### config.mk
export PLATFORM = sky130hd
export DESIGN_NAME = sorted_priority_queue_flat
export DESIGN_NICKNAME = d
export VERILOG_FILES = /design/src/rtl/spq_pkg.sv /design/src/rtl/spq_in_if.sv /design/src/rtl/spq_out_if.sv /design/src/rtl/spq_cell.sv /design/src/rtl/sorted_priority_queue.sv /design/src/flat_wrapper.sv
export SDC_FILE = /design/constraint.sdc
export NUM_CORES = 1
export LEC_CHECK = 0
export ABC_AREA = 1
export ABC_CLOCK_PERIOD_IN_PS = 5600
export BUFFER_PORTS_ARGS = -buffer_cell sky130_fd_sc_hd__buf_2
export CORE_ASPECT_RATIO = 0.6
export CORE_MARGIN = 5
export CORE_UTILIZATION = 30
export DETAILED_ROUTE_END_ITERATION = 10
export PLACE_DENSITY = 0.55
export SLEW_MARGIN = 10
export SYNTH_ARGS = -nofsm -noshare
export SYNTH_HDL_FRONTEND = slang
export SYNTH_SLANG_ARGS = --single-unit
### constraint.sdc
create_clock -name clk -period 5.6 [get_ports clk]
set_input_delay 0.28 -clock clk [delete_from_list [all_inputs] [get_ports clk]]
set_output_delay 0.28 -clock clk [all_outputs]
set_load 0.02 [all_outputs]
### src/rtl/spq_pkg.sv
// spq_pkg: shared constants, codes and types of the sorted priority queue.
// Used by the channel interfaces, the queue cell and the top level.
`default_nettype none

package spq_pkg;

  // Default configuration
  localparam int DEPTH_DEF          = 16;
  localparam int VALUE_WIDTH_DEF    = 16;
  localparam int PRIORITY_WIDTH_DEF = 16;

  // Fixed field widths on the channels
  localparam int ITEM_W   = 16;
  localparam int STATUS_W = 2;
  localparam int OCC_W    = 5;

  // Command codes
  localparam logic CMD_INSERT  = 1'b0;
  localparam logic CMD_EXTRACT = 1'b1;

  // Result status codes
  typedef enum logic [STATUS_W-1:0] {
    ST_DONE  = 2'd0,
    ST_FULL  = 2'd1,
    ST_EMPTY = 2'd2
  } status_t;

  // Broadcast control from the top level to every cell
  typedef struct packed {
    logic insert;   // accepted insert that fits
    logic extract;  // accepted extract on a non-empty queue
  } cell_ctl_t;

endpackage

`default_nettype wire

### src/rtl/spq_in_if.sv
// spq_in_if: request channel of the queue (valid/ready plus command word).
// Depends on spq_pkg for field widths.
`default_nettype none

interface spq_in_if import spq_pkg::*; ();
  logic              valid;
  logic              ready;
  logic              command;
  logic [ITEM_W-1:0] item_value;
  logic [ITEM_W-1:0] item_priority;

  modport source (output valid, command, item_value, item_priority, input ready);
  modport sink   (input valid, command, item_value, item_priority, output ready);
endinterface

`default_nettype wire

### src/rtl/spq_out_if.sv
// spq_out_if: result channel of the queue (valid/ready plus result word).
// Depends on spq_pkg for field widths.
`default_nettype none

interface spq_out_if import spq_pkg::*; ();
  logic                valid;
  logic                ready;
  logic [ITEM_W-1:0]   out_value;
  logic [STATUS_W-1:0] status;
  logic [OCC_W-1:0]    occupancy;

  modport source (output valid, out_value, status, occupancy, input ready);
  modport sink   (input valid, out_value, status, occupancy, output ready);
endinterface

`default_nettype wire

### src/rtl/spq_cell.sv
// spq_cell: one slot of the sorted chain; holds one priority/value pair.
// Depends on spq_pkg (cell_ctl_t). Instantiated DEPTH times by the top level.
`default_nettype none

module spq_cell import spq_pkg::*; #(
  parameter int INDEX          = 0,
  parameter int DEPTH          = DEPTH_DEF,
  parameter int VALUE_WIDTH    = VALUE_WIDTH_DEF,
  parameter int PRIORITY_WIDTH = PRIORITY_WIDTH_DEF,
  localparam int CW            = $clog2(DEPTH + 1)
) (
  input  wire                       clk,
  input  wire  cell_ctl_t           ctl,
  input  wire  [CW-1:0]             count,
  input  wire  [PRIORITY_WIDTH-1:0] new_pri,
  input  wire  [VALUE_WIDTH-1:0]    new_val,
  input  wire                       left_take,
  input  wire  [PRIORITY_WIDTH-1:0] left_pri,
  input  wire  [VALUE_WIDTH-1:0]    left_val,
  input  wire  [PRIORITY_WIDTH-1:0] right_pri,
  input  wire  [VALUE_WIDTH-1:0]    right_val,
  output logic                      take,
  output logic [PRIORITY_WIDTH-1:0] pri,
  output logic [VALUE_WIDTH-1:0]    val
);

  logic occupied;

  // Slot is live when it lies below the fill count.
  assign occupied = CW'(INDEX) < count;
  // New word belongs here or further left: empty slot, or key not above ours.
  assign take = !occupied || (new_pri <= pri);

  always_ff @(posedge clk) begin
    if (ctl.insert && take) begin
      if (left_take) begin
        pri <= left_pri;
        val <= left_val;
      end else begin
        pri <= new_pri;
        val <= new_val;
      end
    end else if (ctl.extract) begin
      pri <= right_pri;
      val <= right_val;
    end
  end

endmodule

`default_nettype wire

### src/rtl/sorted_priority_queue.sv
// sorted_priority_queue: bounded priority queue built as a chain of sorting cells.
// Depends on spq_pkg, spq_in_if, spq_out_if and spq_cell.
//
//   channel  dir  handshake     word
//   -------  ---  ------------  ---------------------------------------
//   req      in   valid/ready   command, item_value, item_priority
//   rsp      out  valid/ready   out_value, status, occupancy
//
// Every cell compares the incoming key and shifts in the same cycle, so a
// request is accepted each cycle while rsp is drained.
// The result lands in an output register in the cycle after acceptance.
// req.ready is high while the output register is empty or being taken, so a
// stalled rsp holds its word and blocks only further requests.
// Synchronous reset empties the queue (fill count zero); cell contents stay.
`default_nettype none

module sorted_priority_queue import spq_pkg::*; #(
  parameter int DEPTH          = DEPTH_DEF,
  parameter int VALUE_WIDTH    = VALUE_WIDTH_DEF,
  parameter int PRIORITY_WIDTH = PRIORITY_WIDTH_DEF
) (
  input wire          clk,
  input wire          rst,
  spq_in_if.sink      req,
  spq_out_if.source   rsp
);

  localparam int CW = $clog2(DEPTH + 1);

  // Fill count: slots [0, count) hold live entries in ascending key order.
  logic [CW-1:0] count;
  logic [CW-1:0] count_next;

  // Output register
  logic              rsp_valid;
  logic [ITEM_W-1:0] rsp_value;
  status_t           rsp_status;
  logic [OCC_W-1:0]  rsp_occupancy;

  logic      fire;
  logic      full;
  logic      empty;
  cell_ctl_t ctl;
  status_t   status_next;
  logic [ITEM_W-1:0] value_next;

  // Incoming word resized to the stored widths
  logic [63:0]               val_ext;
  logic [31:0]               pri_ext;
  logic [VALUE_WIDTH-1:0]    new_val;
  logic [PRIORITY_WIDTH-1:0] new_pri;
  logic [63:0]               front_ext;
  logic [31:0]               count_ext;

  // Chain wiring
  logic                      take [DEPTH];
  logic [PRIORITY_WIDTH-1:0] pri  [DEPTH];
  logic [VALUE_WIDTH-1:0]    val  [DEPTH];

  assign val_ext = 64'(req.item_value);
  assign pri_ext = 32'(req.item_priority);
  assign new_val = val_ext[VALUE_WIDTH-1:0];
  assign new_pri = pri_ext[PRIORITY_WIDTH-1:0];

  assign req.ready = !rsp_valid || rsp.ready;
  assign fire      = req.valid && req.ready;
  assign full      = count == CW'(DEPTH);
  assign empty     = count == '0;

  assign ctl.insert  = fire && (req.command == CMD_INSERT) && !full;
  assign ctl.extract = fire && (req.command == CMD_EXTRACT) && !empty;

  // Front cell holds the smallest key.
  assign front_ext = 64'(val[0]);

  always_comb begin
    count_next  = count;
    status_next = ST_DONE;
    value_next  = '0;
    if (req.command == CMD_INSERT) begin
      if (full) begin
        status_next = ST_FULL;
      end else begin
        count_next = count + 1'b1;
      end
    end else begin
      if (empty) begin
        status_next = ST_EMPTY;
      end else begin
        count_next = count - 1'b1;
        value_next = front_ext[ITEM_W-1:0];
      end
    end
  end

  assign count_ext = 32'(count_next);

  always_ff @(posedge clk) begin
    if (rst) begin
      count     <= '0;
      rsp_valid <= 1'b0;
    end else begin
      if (fire) begin
        count     <= count_next;
        rsp_valid <= 1'b1;
      end else if (rsp.ready) begin
        rsp_valid <= 1'b0;
      end
    end
  end

  always_ff @(posedge clk) begin
    if (fire) begin
      rsp_value     <= value_next;
      rsp_status    <= status_next;
      rsp_occupancy <= count_ext[OCC_W-1:0];
    end
  end

  assign rsp.valid     = rsp_valid;
  assign rsp.out_value = rsp_value;
  assign rsp.status    = rsp_status;
  assign rsp.occupancy = rsp_occupancy;

  // The chain: each cell looks left on insert (shift right) and right on
  // extract (shift toward the front).
  for (genvar i = 0; i < DEPTH; i++) begin : g_cell
    logic                      lt;
    logic [PRIORITY_WIDTH-1:0] lp;
    logic [VALUE_WIDTH-1:0]    lv;
    logic [PRIORITY_WIDTH-1:0] rp;
    logic [VALUE_WIDTH-1:0]    rv;

    if (i == 0) begin : g_head
      assign lt = 1'b0;
      assign lp = '0;
      assign lv = '0;
    end else begin : g_mid
      assign lt = take[i-1];
      assign lp = pri[i-1];
      assign lv = val[i-1];
    end

    if (i == DEPTH - 1) begin : g_tail
      assign rp = '0;
      assign rv = '0;
    end else begin : g_body
      assign rp = pri[i+1];
      assign rv = val[i+1];
    end

    spq_cell #(
      .INDEX          (i),
      .DEPTH          (DEPTH),
      .VALUE_WIDTH    (VALUE_WIDTH),
      .PRIORITY_WIDTH (PRIORITY_WIDTH)
    ) u_cell (
      .clk       (clk),
      .ctl       (ctl),
      .count     (count),
      .new_pri   (new_pri),
      .new_val   (new_val),
      .left_take (lt),
      .left_pri  (lp),
      .left_val  (lv),
      .right_pri (rp),
      .right_val (rv),
      .take      (take[i]),
      .pri       (pri[i]),
      .val       (val[i])
    );
  end

endmodule

`default_nettype wire
### src/flat_wrapper.sv
// flat-port wrapper written by rule: the top's interface ports become plain ports
module sorted_priority_queue_flat import spq_pkg::*;
#(
  parameter int DEPTH          = DEPTH_DEF,
  parameter int VALUE_WIDTH    = VALUE_WIDTH_DEF,
  parameter int PRIORITY_WIDTH = PRIORITY_WIDTH_DEF
)
  (clk, rst, req_valid, req_command, req_item_value, req_item_priority, req_ready, rsp_valid, rsp_out_value, rsp_status, rsp_occupancy, rsp_ready);
  spq_in_if req_i ();
  spq_out_if rsp_i ();
  input wire clk;
  input wire rst;
  input wire logic [$bits(req_i.valid)-1:0] req_valid;
  input wire logic [$bits(req_i.command)-1:0] req_command;
  input wire logic [$bits(req_i.item_value)-1:0] req_item_value;
  input wire logic [$bits(req_i.item_priority)-1:0] req_item_priority;
  output wire logic [$bits(req_i.ready)-1:0] req_ready;
  output wire logic [$bits(rsp_i.valid)-1:0] rsp_valid;
  output wire logic [$bits(rsp_i.out_value)-1:0] rsp_out_value;
  output wire logic [$bits(rsp_i.status)-1:0] rsp_status;
  output wire logic [$bits(rsp_i.occupancy)-1:0] rsp_occupancy;
  input wire logic [$bits(rsp_i.ready)-1:0] rsp_ready;
  assign req_i.valid = req_valid;
  assign req_i.command = req_command;
  assign req_i.item_value = req_item_value;
  assign req_i.item_priority = req_item_priority;
  assign req_ready = req_i.ready;
  assign rsp_valid = rsp_i.valid;
  assign rsp_out_value = rsp_i.out_value;
  assign rsp_status = rsp_i.status;
  assign rsp_occupancy = rsp_i.occupancy;
  assign rsp_i.ready = rsp_ready;
  sorted_priority_queue #(.DEPTH(DEPTH), .VALUE_WIDTH(VALUE_WIDTH), .PRIORITY_WIDTH(PRIORITY_WIDTH)) u_core (.clk(clk), .rst(rst), .req(req_i), .rsp(rsp_i));
endmodule
==> reports/results.txt <==
Top_reg_cell synth - edfxtp_1
CTS tree - built
Starting Density - 0.301
Switching part of the total - 0.376
Rows - 100
Area growth, synth to finish - 9.14%
Clock Latency Late Sink - 670 ps
Die span in y - 282 um
RR Startpoint - u_core.count[1]
Syn_area_per_cell - 7.37 um^2
WL/cell - 21.4 um
Critical path data arrival time - 4190 ps
H-tree depth - 2
Clock Power Share - 0.289
Hold Crit Class - in2reg
CP max FO - 34
Cts hold-fix bufs - 4
Core region area - 123000 um^2
Clk sink count - 541
Largest net degree at the start of global routing - 64
Routed vias - 34000
Post-Syn Instances - 5034
VDD IR max - 0.261 mV
TNS Setup - 0 ps
Max Clock Freq - 260 MHz
Hold_sp - req_item_priority[10]
Initial drt markers - 4685
Drt pass-1 iters - 9
Area leader, netlist - edfxtp_1
Clock buffer depth - 3
Final #Nets - 5253
Post-Route WL - 142 mm
Share of layout cells above drive strength 1 - 0.0614
RSZ-0062 raised after global routing - false
Met3 Routed Length - 21.9 mm
Chip Width - 464 um
Number of buffers created by CTS - 57
Worst setup EP type - flop
Rel. slew slack - 0.380
Hold WS - 268 ps
Most frequent cell after synthesis - nand2_1
Synth Cell Area - 37100 um^2
Worst Setup Start Kind - flop
Crit path cell chain - inv_1 -> ha_1 -> nand2_2 -> nor2_4 -> nand2_4 -> nand2_4 -> nor2_4 -> buf_4 -> nand2_4 -> nand2_1 -> buf_4
DR vias/cell - 5.13
Crit path from - u_core.count[1]
Ranking of synthesized cells by area - edfxtp_1, nand2_1, ha_1, nand3_1, inv_1
Pint - 0.00842 W
Worst Path Buf+Inv - 3
Top delay family on crit path - simple AND/OR/NAND/NOR gates
Status - completed
Synth Net Count - 5330
Met2 WL post-DR - 48.9 mm
Global-route wire length before repair - 206 mm
Setup CP Type - reg2reg
Final worst clock skew - 22.0 ps
Worst-Margin Slew - 930 ps
Crit path max-delay cell type - nand2_1
Met1 wire length - 68.8 mm
CTS Root Cell - clkbuf_16
Top-area cell type share of the netlist area - 0.433
Final period utilization - 0.687
Port buffer count - 61
# DRC - 0
Reg power frac - 0.425
Postcts setup bufs - 0
Vias in the first global route - 30500
Pleak - 20.3 nW
Switching pwr - 0.00507 W
Fin. Hold Viols - 0
Final-report max-slew violation count - 0
Detailed Place HPWL - 103 mm
Post-CTS sizing - 0
Most used cell, CP - nand2_4
Routed Antenna Nets - 0
Final Util - 0.328
Reg2reg setup slack - 1750 ps
Placer Congestion - 0.883
Clock-pin slew on the worst setup and hold paths - 60 ps
Post-synth EDFFs - 535
Synth top cells by count - nand2_1, edfxtp_1, nand3_1, inv_1, ha_1
Die ar. - 131000 um^2
Initial antenna violation count - 5
Final setup fails - 0
Number of max-cap violations - 0
Cell variety after synth - 37
GRT overflow - 0
Tmin final - 3850 ps
Synth Register Bits - 541
Sequential area share after synthesis - 0.436
PD cells - 333 nW/um^2
Total track usage - 0.208
I/O Pins - 62
Comb pwr share - 0.286
CP Data Required Time - 5940 ps
Highest Signal Layer - met5
YS warnings - 0
Async S/R FF share, synth - 0
CP max stage delay - 730 ps
==> area by class of cell <==
| class | instances | area [um^2] |
|---|---|---|
| Fill cell | 13200 | 83000 |
| Multi-Input combinational cell | 3824 | 17900 |
| Sequential cell | 541 | 16200 |
| Tap cell | 1632 | 2040 |
| Clock buffer | 76 | 1540 |
| Inverter | 363 | 1370 |
| Timing Repair Buffer | 170 | 1210 |
| Clock inverter | 25 | 241 |
| Antenna cell | 2 | 5.00 |
==> path summary, 6_finish.rpt <==
| check | cells after the start | to |
|---|---|---|
| max reg2reg | 11 | u_core.g_cell[8].u_cell.pri[8] |
| min reg2reg | 2 | u_core.g_cell[14].u_cell.val[8] |
| min | 5 | u_core.g_cell[9].u_cell.pri[10] |
| max | 11 | u_core.g_cell[8].u_cell.pri[8] |
==> state kept, by name, indices dropped and copies added, names as in the netlist <==
signal and cells:
u_core.g_cell.u_cell.pri 256, u_core.g_cell.u_cell.val 256, u_core.rsp.out_value 16, u_core.count 5, u_core.rsp.occupancy 5, u_core.rsp.status 2, u_core.rsp.valid 1
==> logic make-up after synthesis <==
logic type | Yosys count | synth area share
AO/OA/AOI/OAI | 199 | 0.0290
flip-flops | 541 | 0.436
AND/OR/NAND/NOR | 3361 | 0.365
adder cells (fa/ha/maj) | 259 | 0.0873
XOR/XNOR | 5 | 0.00118
buffers and inverters | 669 | 0.0813
==> stage by stage <==
step                worst slack (ps)  power, W  area, um^2  instances
floorplan                       2340   0.00815       37100       5034
global placement                1430   0.00949       38700       6526
detailed placement              1430   0.00954       38700       6526
CTS                             1830    0.0134       40500       6631
global route                    1580    0.0142       40500       6632
finish                          1750    0.0135       40500       6633
==> cell usage in the layout, fill, tap and decap left out, drive strengths merged <==
cell type and instances:
dlygate4sd3 4, xor2 3, nor3 2, xnor2 2, dfxtp 6, ha 259, buf 166, clkbuf 76
nand3 532, nand2 2690, a21boi 1, clkinv 20, o21ai 30, a31oi 2, o21a 4, bufinv 4
nor2 121, o211ai 1, o21bai 2, a21o 14, nand4 16, o22ai 1, edfxtp 535, a21oi 144
inv 364, diode 2
==> worst reg2reg max path: stages, from the launching register on <==
cell and delay (ps):
dfxtp_1 510, inv_1 140, ha_1 250, nand2_2 100, nor2_4 50, nand2_4 110, nand2_4 80, nor2_4 120
buf_4 540, nand2_4 460, nand2_1 750, buf_4 410
==> power groups by stage <==
| stage | clock (W) | combinational [W] | sequential [W] |
|---|---|---|---|
| 4_1_cts | 0.00395 | 0.00378 | 0.00569 |
| 3_3_place_gp | 0 | 0.00370 | 0.00578 |
| 2_1_floorplan | 0 | 0.00262 | 0.00553 |
| 5_1_grt | 0.00410 | 0.00430 | 0.00575 |
| 6_report | 0.00390 | 0.00385 | 0.00574 |
| 3_5_place_dp | 0 | 0.00376 | 0.00578 |
==> metal layers <==
layer | GRT usage | up-vias
li1 | - | 16000
met5 | 0.0106 | -
met4 | 0.0318 | 2
met2 | 0.248 | 1873
met1 | 0.335 | 16100
met3 | 0.0882 | 127
No activity file was read; power rests on OpenSTA's default activity.
